**src/rtl/rnbp_pkg.sv**
```systemverilog
// Package for the row nonzero-count bucket partitioner: widths, codes, beat types, helpers.
package rnbp_pkg;

  // Width of the nonzero count held internally, and of the local row index.
  localparam int COUNT_WIDTH = 32;
  localparam int ROW_WIDTH   = 32;

  // The count taken from a 32-bit field cannot be wider than the field.
  localparam int CNT_W  = (COUNT_WIDTH < 32) ? COUNT_WIDTH : 32;
  // Window bounds: a 32-bit bound times a factor of at most 256 stays below 2^40.
  localparam int BND_W  = 40;
  localparam int CFG_W  = 32;
  localparam int RATE_W = 9;
  localparam int IDX_W  = 2;

  // Configuration register indexes.
  localparam logic [IDX_W-1:0] REG_WINDOW_BASE   = 2'd0;
  localparam logic [IDX_W-1:0] REG_WINDOW_CAP    = 2'd1;
  localparam logic [IDX_W-1:0] REG_GROWTH_FACTOR = 2'd2;

  // Reset values of the registers.
  localparam logic [CFG_W-1:0]  BASE_RESET = 32'd32;
  localparam logic [CFG_W-1:0]  CAP_RESET  = 32'd1024;
  localparam logic [RATE_W-1:0] RATE_RESET = 9'd2;

  // Growth factor limits.
  localparam logic [RATE_W-1:0] RATE_MIN = 9'd2;
  localparam logic [RATE_W-1:0] RATE_MAX = 9'd256;

  typedef struct packed {
    logic [31:0] row_count;
    logic        last_row;
  } in_beat_t;

  typedef struct packed {
    logic [31:0] block_end_row;
    logic        final_block;
  } out_beat_t;

  // Request from the sequencer to the window search unit.
  typedef struct packed {
    logic             start;
    logic [CNT_W-1:0] count;
  } search_req_t;

  // Status and result of the window search unit.
  typedef struct packed {
    logic             busy;
    logic             done;
    logic [BND_W-1:0] low;
    logic [BND_W-1:0] high;
  } search_sts_t;

  // Row index to the 32-bit output field, zero-extended or truncated.
  function automatic logic [31:0] row_to_out(input logic [ROW_WIDTH-1:0] v);
    logic [ROW_WIDTH+31:0] ext;
    ext = {32'd0, v};
    return ext[31:0];
  endfunction

endpackage

```
**src/rtl/rnbp_window_search.sv**
```systemverilog
// Iterative window search: one compare and one 32x9 multiply per cycle, holds the window.
module rnbp_window_search (
  input  logic                            clk,
  input  logic                            rst_n,
  input  logic [rnbp_pkg::CFG_W-1:0]      base,
  input  logic [rnbp_pkg::CFG_W-1:0]      cap,
  input  logic [rnbp_pkg::RATE_W-1:0]     rate,
  input  rnbp_pkg::search_req_t           req,
  output rnbp_pkg::search_sts_t           sts
);

  logic [rnbp_pkg::BND_W-1:0]  lo_r, lo_nxt;
  logic [rnbp_pkg::BND_W-1:0]  hi_r, hi_nxt;
  logic [rnbp_pkg::BND_W-1:0]  cnt_r, cnt_nxt;
  logic                        busy_r, busy_nxt;
  logic                        capm_r, capm_nxt;
  logic                        grown_r, grown_nxt;
  logic [rnbp_pkg::BND_W-1:0]  cap_ext;
  logic [rnbp_pkg::BND_W-1:0]  base_eff;
  logic [rnbp_pkg::BND_W-1:0]  req_cnt;
  logic [rnbp_pkg::RATE_W-1:0] rate_eff;
  logic [rnbp_pkg::CFG_W+rnbp_pkg::RATE_W-1:0] prod;
  logic                        step;

  assign cap_ext  = {{(rnbp_pkg::BND_W-rnbp_pkg::CFG_W){1'b0}}, cap};
  assign req_cnt  = {{(rnbp_pkg::BND_W-rnbp_pkg::CNT_W){1'b0}}, req.count};

  // A zero base acts as one; the factor is clamped into its legal range.
  assign base_eff = (base == '0) ? {{(rnbp_pkg::BND_W-1){1'b0}}, 1'b1}
                                 : {{(rnbp_pkg::BND_W-rnbp_pkg::CFG_W){1'b0}}, base};
  always_comb begin
    priority if (rate < rnbp_pkg::RATE_MIN) begin
      rate_eff = rnbp_pkg::RATE_MIN;
    end else if (rate > rnbp_pkg::RATE_MAX) begin
      rate_eff = rnbp_pkg::RATE_MAX;
    end else begin
      rate_eff = rate;
    end
  end

  // Shared multiplier: the bound is at most the cap whenever a step is taken.
  assign prod = hi_r[rnbp_pkg::CFG_W-1:0] * rate_eff;

  // Grow while the count reaches the bound and the bound has not passed the cap.
  // The window above the cap takes exactly one multiply and is then final.
  assign step = capm_r || (!grown_r && (cnt_r >= hi_r) && (hi_r <= cap_ext));

  always_comb begin
    lo_nxt    = lo_r;
    hi_nxt    = hi_r;
    cnt_nxt   = cnt_r;
    busy_nxt  = busy_r;
    capm_nxt  = capm_r;
    grown_nxt = grown_r;
    if (req.start) begin
      cnt_nxt   = req_cnt;
      busy_nxt  = 1'b1;
      grown_nxt = 1'b0;
      if (req_cnt >= cap_ext) begin
        lo_nxt   = cap_ext;
        hi_nxt   = cap_ext;
        capm_nxt = 1'b1;
      end else begin
        lo_nxt   = '0;
        hi_nxt   = base_eff;
        capm_nxt = 1'b0;
      end
    end else if (busy_r) begin
      if (step) begin
        if (!capm_r) begin
          lo_nxt = hi_r;
        end else begin
          grown_nxt = 1'b1;
        end
        hi_nxt   = prod[rnbp_pkg::BND_W-1:0];
        capm_nxt = 1'b0;
      end else begin
        busy_nxt = 1'b0;
      end
    end
  end

  always_ff @(posedge clk) begin
    if (!rst_n) begin
      lo_r    <= '0;
      hi_r    <= '0;
      busy_r  <= 1'b0;
      capm_r  <= 1'b0;
      grown_r <= 1'b0;
    end else begin
      lo_r    <= lo_nxt;
      hi_r    <= hi_nxt;
      busy_r  <= busy_nxt;
      capm_r  <= capm_nxt;
      grown_r <= grown_nxt;
    end
  end

  always_ff @(posedge clk) begin
    cnt_r <= cnt_nxt;
  end

  assign sts = '{busy: busy_r, done: busy_r && !step, low: lo_r, high: hi_r};

endmodule

```
**src/rtl/row_nnz_bucket_partitioner_core.sv**
```systemverilog
// Top level of the row nonzero-count bucket partitioner: registers, sequencer, result beats.
//
//   Channel  Direction  Handshake         Payload
//   in_      input      in_valid/in_ready  rnbp_pkg::in_beat_t (row_count, last_row)
//   out_     output     out_valid/out_ready rnbp_pkg::out_beat_t (block_end_row, final_block)
//   cfg_     input      cfg_we             cfg_index, cfg_data (write only)
//
// A row whose count stays in the current window needs no search; a last row goes on to its final beat.
// A row that opens a block or leaves its window runs the window search, one growth step of
// the shared multiplier at a time, until the window holds the count or has outgrown the cap.
// Synchronous active-low reset restores the register defaults and closes any block.
// A full output register stalls the sequencer only in its emit states; in_ready is high only
// in the idle state, so it is low while a search runs or result beats wait to be loaded.
module row_nnz_bucket_partitioner_core (
  input  logic                        clk,
  input  logic                        rst_n,
  input  logic                        in_valid,
  output logic                        in_ready,
  input  rnbp_pkg::in_beat_t          in_data,
  output logic                        out_valid,
  input  logic                        out_ready,
  output rnbp_pkg::out_beat_t         out_data,
  input  logic                        cfg_we,
  input  logic [rnbp_pkg::IDX_W-1:0]  cfg_index,
  input  logic [rnbp_pkg::CFG_W-1:0]  cfg_data
);

  typedef enum logic [3:0] {
    ST_IDLE   = 4'b0001,
    ST_SEARCH = 4'b0010,
    ST_BREAK  = 4'b0100,
    ST_FINAL  = 4'b1000
  } state_t;

  state_t                          state_r, state_nxt;
  logic [rnbp_pkg::CFG_W-1:0]      base_r, cap_r;
  logic [rnbp_pkg::RATE_W-1:0]     rate_r;
  logic [rnbp_pkg::ROW_WIDTH-1:0]  row_r, row_nxt;
  logic                            open_r, open_nxt;
  logic                            brk_r, brk_nxt;
  logic                            last_r, last_nxt;
  logic [31:0]                     brk_val_r, brk_val_nxt;
  logic [31:0]                     fin_val_r, fin_val_nxt;
  logic                            out_valid_r, out_valid_nxt;
  rnbp_pkg::out_beat_t             out_beat_r, out_beat_nxt;

  rnbp_pkg::search_req_t           req;
  rnbp_pkg::search_sts_t           sts;

  logic                            accept;
  logic [rnbp_pkg::CNT_W-1:0]      count;
  logic [rnbp_pkg::BND_W-1:0]      count_ext, cap_ext;
  logic                            in_win;
  logic                            need_brk;
  logic [rnbp_pkg::ROW_WIDTH-1:0]  idx;
  logic                            slot_free;

  // Configuration registers.
  always_ff @(posedge clk) begin
    if (!rst_n) begin
      base_r <= rnbp_pkg::BASE_RESET;
      cap_r  <= rnbp_pkg::CAP_RESET;
      rate_r <= rnbp_pkg::RATE_RESET;
    end else if (cfg_we) begin
      unique case (cfg_index)
        rnbp_pkg::REG_WINDOW_BASE:   base_r <= cfg_data;
        rnbp_pkg::REG_WINDOW_CAP:    cap_r  <= cfg_data;
        rnbp_pkg::REG_GROWTH_FACTOR: rate_r <= cfg_data[rnbp_pkg::RATE_W-1:0];
        default: ;
      endcase
    end
  end

  // Incoming count and the window test against the held window.
  assign accept    = in_valid && in_ready;
  assign count     = in_data.row_count[rnbp_pkg::CNT_W-1:0];
  assign count_ext = {{(rnbp_pkg::BND_W-rnbp_pkg::CNT_W){1'b0}}, count};
  assign cap_ext   = {{(rnbp_pkg::BND_W-rnbp_pkg::CFG_W){1'b0}}, cap_r};
  assign in_win    = ((count_ext >= sts.low) && (count_ext < sts.high)) ||
                     ((count_ext >= sts.high) && (sts.high > cap_ext));
  assign need_brk  = open_r && !in_win;
  assign idx       = open_r ? row_r : '0;

  assign req = '{start: accept && (!open_r || need_brk), count: count};

  rnbp_window_search u_search (
    .clk   (clk),
    .rst_n (rst_n),
    .base  (base_r),
    .cap   (cap_r),
    .rate  (rate_r),
    .req   (req),
    .sts   (sts)
  );

  assign slot_free = !out_valid_r || out_ready;

  // Sequencer: accept, optional search, then the break beat and the final beat, each when needed.
  always_comb begin
    state_nxt     = state_r;
    row_nxt       = row_r;
    open_nxt      = open_r;
    brk_nxt       = brk_r;
    last_nxt      = last_r;
    brk_val_nxt   = brk_val_r;
    fin_val_nxt   = fin_val_r;
    out_valid_nxt = out_valid_r && !out_ready;
    out_beat_nxt  = out_beat_r;
    unique case (state_r)
      ST_IDLE: begin
        if (accept) begin
          brk_nxt     = need_brk;
          last_nxt    = in_data.last_row;
          brk_val_nxt = rnbp_pkg::row_to_out(row_r - 1'b1);
          fin_val_nxt = rnbp_pkg::row_to_out(idx);
          if (in_data.last_row) begin
            open_nxt = 1'b0;
            row_nxt  = '0;
          end else begin
            open_nxt = 1'b1;
            row_nxt  = idx + 1'b1;
          end
          priority if (req.start) begin
            state_nxt = ST_SEARCH;
          end else if (in_data.last_row) begin
            state_nxt = ST_FINAL;
          end else begin
            state_nxt = ST_IDLE;
          end
        end
      end
      ST_SEARCH: begin
        if (sts.done) begin
          priority if (brk_r) begin
            state_nxt = ST_BREAK;
          end else if (last_r) begin
            state_nxt = ST_FINAL;
          end else begin
            state_nxt = ST_IDLE;
          end
        end
      end
      ST_BREAK: begin
        if (slot_free) begin
          out_valid_nxt              = 1'b1;
          out_beat_nxt.block_end_row = brk_val_r;
          out_beat_nxt.final_block   = 1'b0;
          state_nxt = last_r ? ST_FINAL : ST_IDLE;
        end
      end
      ST_FINAL: begin
        if (slot_free) begin
          out_valid_nxt              = 1'b1;
          out_beat_nxt.block_end_row = fin_val_r;
          out_beat_nxt.final_block   = 1'b1;
          state_nxt = ST_IDLE;
        end
      end
      default: begin
        state_nxt = ST_IDLE;
      end
    endcase
  end

  // Control state.
  always_ff @(posedge clk) begin
    if (!rst_n) begin
      state_r     <= ST_IDLE;
      row_r       <= '0;
      open_r      <= 1'b0;
      out_valid_r <= 1'b0;
    end else begin
      state_r     <= state_nxt;
      row_r       <= row_nxt;
      open_r      <= open_nxt;
      out_valid_r <= out_valid_nxt;
    end
  end

  // Payload registers.
  always_ff @(posedge clk) begin
    brk_r      <= brk_nxt;
    last_r     <= last_nxt;
    brk_val_r  <= brk_val_nxt;
    fin_val_r  <= fin_val_nxt;
    out_beat_r <= out_beat_nxt;
  end

  assign in_ready  = (state_r == ST_IDLE);
  assign out_valid = out_valid_r;
  assign out_data  = out_beat_r;

endmodule

```
**config.mk**
```make
export PLATFORM = sky130hd
export DESIGN_NAME = row_nnz_bucket_partitioner_core
export DESIGN_NICKNAME = d
export VERILOG_FILES = /design/src/rtl/rnbp_pkg.sv /design/src/rtl/rnbp_window_search.sv /design/src/rtl/row_nnz_bucket_partitioner_core.sv
export SDC_FILE = /design/constraint.sdc
export NUM_CORES = 1
export LEC_CHECK = 0
export ABC_AREA = 1
export ABC_CLOCK_PERIOD_IN_PS = 6000
export BUFFER_PORTS_ARGS = -buffer_cell sky130_fd_sc_hd__buf_2
export CORE_MARGIN = 5
export CORE_UTILIZATION = 50
export DETAILED_ROUTE_END_ITERATION = 16
export GPL_TIMING_DRIVEN = 0
export PLACE_DENSITY_LB_ADDON = 0.05
export SKIP_LAST_GASP = 1
export SYNTH_ARGS = -nofsm -noshare
export SYNTH_HDL_FRONTEND = slang
export SYNTH_SLANG_ARGS = --single-unit
```
**constraint.sdc**
```tcl
create_clock -name clk -period 6 [get_ports clk]
set_input_delay 0.6 -clock clk [delete_from_list [all_inputs] [get_ports clk]]
set_output_delay 0.6 -clock clk [all_outputs]
set_load 0.05 [all_outputs]
```
* Word level (Yosys, flattened, before mapping)
Cells that the tools add are included. W data, S select, Z words.
Cells by class: equality and inequality tests 11, add/sub/neg operators 2, bitwise logic cells 1, reduce and logical (&&, ||, !) cells 35, mux-type cells 36, $lt $le $gt $ge 9, $mul 1
Operators by type and width (count):
- $mux W40 | 8
- $mux W32 | 4
- $ge A32 B40 Y1 | 3
- $mux W33 | 2
- $pmux W33 S2 | 1
- $gt A40 B32 Y1 | 1
- $le A40 B32 Y1 | 1
- $lt A32 B40 Y1 | 1
- $mul A32 B9 Y40 | 1
- $add A32 B1 Y32 const B | 1
- $ge A32 B32 Y1 | 1
- $logic_not A32 Y1 | 1
- $mux W4 | 8
- $sub A32 B1 Y32 const B | 1
- $mux W9 | 2
- $pmux W4 S4 | 1
- $mux W1 | 10
- $reduce_and A2 Y1 | 5
- $gt A9 B9 Y1 const B | 1
- $logic_and A1 B1 Y1 | 9
- $lt A9 B2 Y1 const B | 1
- $reduce_and A3 Y1 | 3
- $ne A2 B2 Y1 const B | 4
- $logic_not A1 Y1 | 6
- 13 further kinds | 19
Word-level totals: input bits 72, output and inout bits 35, logic and storage cells 114, register bits 325

* Longest topological paths before layout
depth after elaboration 10, gate-level depth with buffers 31, mapped depth without buffers 30

* Cells and area by module
A second synthesis with hierarchy kept.
Unflattened totals: cell total of the unflattened synthesis 3923, area, all modules 28614.9 µm²
Modules (own cells, without submodules):
- rnbp_window_search | times used 1, sequential area each 2622.5 µm², area each 16938.7 µm², cells an instance 2443
- row_nnz_bucket_partitioner_core | times used 1, sequential area each 5195.0 µm², area each 11676.2 µm², cells an instance 1480

* Worst setup path before layout
No wires, ideal clock.
path type register to register, start point register rate_r[4] (netlist name), end point register u_search.hi_r[31] (netlist name), stages on the path, launching flop included 28, arrival time 5401 ps, setup slack 487 ps, setup time 112 ps, buffers on the path 1, required time 5888 ps, path through dfxtp_1 -> nor4_1 -> nand3_1 -> inv_1 -> a31oi_1 -> nor2_1 -> clkinv_1 -> clkbuf_1 -> nor2_1 -> fa_1 -> fa_1 -> fa_1 -> inv_1 -> fa_1 -> inv_1 -> ha_1 -> nand2_1 -> nor2_1 -> inv_1 -> nor2_1 -> inv_1 -> o21ai_0 -> a21oi_1 -> xor2_1 -> nand2_1 -> o21ai_0 -> nand2_1 -> nand2_1
On the way: longest elaborated chain between the ends 7
Ends and longest elaborated chain:
- start: declaration | RTL line row_nnz_bucket_partitioner_core.sv:37 | logic [rnbp_pkg::RATE_W-1:0] rate_r;
- start signal: assignment | RTL line row_nnz_bucket_partitioner_core.sv:63 | rate_r <= rnbp_pkg::RATE_RESET;
- start signal: assignment | RTL line row_nnz_bucket_partitioner_core.sv:68 | rnbp_pkg::REG_GROWTH_FACTOR: rate_r <= cfg_data[rnbp_pkg::RATE_W-1:0];
- $gt A9 B9 Y1 | RTL line rnbp_window_search.sv:34 | end else if (rate > rnbp_pkg::RATE_MAX) begin
- $mux W9 | RTL line rnbp_window_search.sv:34
- $mux W9 (*) | RTL line rnbp_window_search.sv:32 | priority if (rate < rnbp_pkg::RATE_MIN) begin
- $mul A32 B9 Y40 (*) | RTL line rnbp_window_search.sv:42 | assign prod = hi_r[rnbp_pkg::CFG_W-1:0] * rate_eff;
- $mux W40 (*) | RTL line rnbp_window_search.sv:69 | if (step) begin
- $mux W40 (*) | RTL line rnbp_window_search.sv:68 | end else if (busy_r) begin
- $mux W40 (*) | RTL line rnbp_window_search.sv:55 | if (req.start) begin
- end signal: assignment | RTL line rnbp_window_search.sv:92 | hi_r <= hi_nxt;
- end: declaration | RTL line rnbp_window_search.sv:13 | logic [rnbp_pkg::BND_W-1:0] hi_r, hi_nxt;
Mark *: on every way between the ends. The rest lies on a longest branch, timed or not. The select of a mux whose other input is x is not followed. A chain may end at the register's enable or synchronous reset.

* Worst setup path after layout
start point register rate_r[7] (netlist name), end point register u_search.hi_r[33] (netlist name)
The elaborated chain is that of the path after synthesis.

==> impl_metrics.ini <==
[yosys]
yosys.area.top_type_share = 0.153
yosysUniqueCellTypes = 48
netlist_top_cells_area = fa_1 15%, edfxtp_1 14%, dfxtp_1 14%
synth-seq-cells = 325
synth_cells = 3674
synth_ff_type = dfxtp_1
synth-seq-area-share = 0.285
synthesis.area_um2 = 27400
synth-edff-count = 131
syn_avg_cell_area_um2 = 7.46
ys_warn_count = 0
syn_nets = 4177
ys_async_sr_fraction = 0
yosysTopAreaCell = fa_1

[floorplan]
die-width_um = 244
fp-row-count = 85
die_height_um = 244
initial_utilization = 0.508
num_io_pins = 107
die-area_um2 = 59600
core_um2 = 54000

[finish]
fillers = 5247
antennaDiodeCount = 0
final_util = 0.580
final_layout_size_suffix_gt1_frac = 0.113
syn_to_final_growth_pct = 14.3
nets = 4347

[global_route]
grt_pass1_vias = 22900
antenna_found_initial = 3
grt_pass1_wl_mm = 140
grt_max_degree = 42
grt-ovfl-total = 0
grtUsageTotal = 0.302

[clock_network]
clk_latency_ns = 0.59
cts_made_buffers = 39
cts.sinks = 325
hold_buffers = 0
clkTransAtPathRegs_ns = 0.06
htree_levels = 2
cts_buffer_depth = 3
cts_tree = done
root_buffer = clkbuf_16

[worst_setup_path]
critPathMaxStageDelay_ns = 0.56
crit_path_start_kind = register
end_kind = register
r2r-start = rate_r[7]
startpoint = rate_r[7]
critPathBufInv = 7
cp_max_fo = 5
critPathSlowestCell = fa_1
cp_top_family = adder cells
cpMostUsedCell = nand2_1
path_class = register to register
arrival_ns = 6.38
cp_data_required_time_ns = 6.50

[timing]
finalWorstSetupSlack_ns = 0.119
setup_viol = 0
hold_violations = 0
drv_slew = 0
slew_headroom = 0.0900
finalCriticalPeriod_ns = 5.88
finalCritPeriodShare = 0.980
tightest_slew_ns = 1.35
finalClockSkew_ns = 0.0377
max_freq_mhz = 170

[min_path]
hp-start = in_data[1]
hp-class = primary input to register

[routing]
drt_first_pass_iters = 6
wl_per_cell_um = 20.0
post_drt_via_cell_ratio = 5.42
drc = 0
ant_nets = 0
vias = 24800
drt_wl_total_mm = 91.4
drtIter0Drc = 2434

[place]
port_buffers = 105
dp_slack_ns = -1.97
hpwl_mm = 72.6
place.gp.congestion = 0.974

[pwr]
power.density_nw_per_um2 = 305
p_leak_nw = 14.8
peakVddDrop_mv = 0.265

[flow_run]
cap_violations = 0

[status]
status = finished clean
[registers in the layout (all words and copies together), names as in the netlist, 4 cells and up]
name	cells
u_search.lo_r	40
u_search.cnt_r	32
state_r	4
out_data	33
rate_r	9
row_r	32
fin_val_r	32
cap_r	32
u_search.hi_r	40
brk_val_r	32
base_r	32
[worst paths after layout]
| check | endpoint | slack, ns | cells after the start |
|---|---|---|---|
| max reg2reg | u_search.hi_r[33] | 0.12 | 28 |
| max | u_search.hi_r[33] | 0.12 | 28 |
| min | u_search.cnt_r[0] | 0.20 | 1 |
| min reg2reg | u_search.lo_r[38] | 0.45 | 2 |
[synth_stat cells, types with 12 or more instances]
library cell	instances
a21oi_1	201
a31oi_1	14
buf_2	17
clkbuf_1	92
dfxtp_1	194
edfxtp_1	131
fa_1	210
ha_1	221
inv_1	582
nand2_1	972
nand3_1	114
nand3b_1	33
nand4_1	41
nor2_1	471
nor3_1	34
nor4_1	19
o21ai_0	149
o21ai_1	12
or2_2	12
xnor2_1	17
xor2_1	46
[repair_timing]
item | in CTS | in global routing
gates cloned | 3 | 0
setup buffers | 12 | 7
setup endpoints to repair | 33 | 24
pin swaps | 15 | 55
gates resized for setup | 95 | 167
[report_power, final]
part,total [mW],switching (mW),leakage (nW),internal (mW)
registers,3.00,0.221,2.75,2.78
clock network,2.49,1.04,0.665,1.46
logic,4.08,2.83,11.4,1.26
[cell usage in the layout, fill, tap and decap left out, types with 40 or more instances in the layout]
cell and count:
inv_1 576, dfxtp_1 192, nor2_1 415, clkbuf_16 40, nor2_2 46, buf_2 125
nand4_1 41, ha_1 193, nand2_1 961, nand3_1 113, o21ai_0 132, edfxtp_1 131
a21oi_1 183, clkbuf_1 78, fa_1 208, xor2_1 41
[area by class of cell]
| cell class | count | area [um^2] | area share |
|---|---|---|---|
| Inverter | 591 | 2230 | 0.0711 |
| Timing Repair Buffer | 128 | 783 | 0.0250 |
| Sequential cell | 325 | 7820 | 0.250 |
| Timing Repair inverter | 2 | 10.0 | 0.000319 |
| Clock inverter | 20 | 233 | 0.00742 |
| Clock buffer | 52 | 1120 | 0.0356 |
| Tap cell | 696 | 871 | 0.0278 |
| Multi-Input combinational cell | 2631 | 17600 | 0.562 |
| Buffer | 126 | 669 | 0.0214 |
[through the flow]
step                setup TNS, ns  hold WS (ns)  power (mW)  instances  area (um^2)
global route               -0.107         0.181        10.2       4571        31300
finish                          0         0.199        9.58       4571        31300
global placement           -41.19         0.434        6.85       4475        28800
floorplan                       0         0.423        5.61       3674        27400
detailed placement         -44.00         0.439        6.92       4478        28900
CTS                       -0.0422         0.178        9.45       4564        30700
[cells by family after synthesis]
| family | after synthesis | share of synthesized area |
|---|---|---|
| and+or+nand+nor | 1722 | 0.259 |
| buffers and inverters | 718 | 0.102 |
| adders and majority gates | 431 | 0.254 |
| AOI/OAI and AO/OA | 415 | 0.0802 |
| DFF | 325 | 0.285 |
| xor gates and xnor gates | 63 | 0.0201 |
[per-layer routing]
layer  wire (um)  track usage  up-vias
li1            -            -    11900
met1       42000        0.459    11700
met2       39100        0.449     1014
met3        7820       0.0544      143
met4        2500       0.0729        4
met5          23            0        -
No activity file was read; power rests on OpenSTA's default activity.
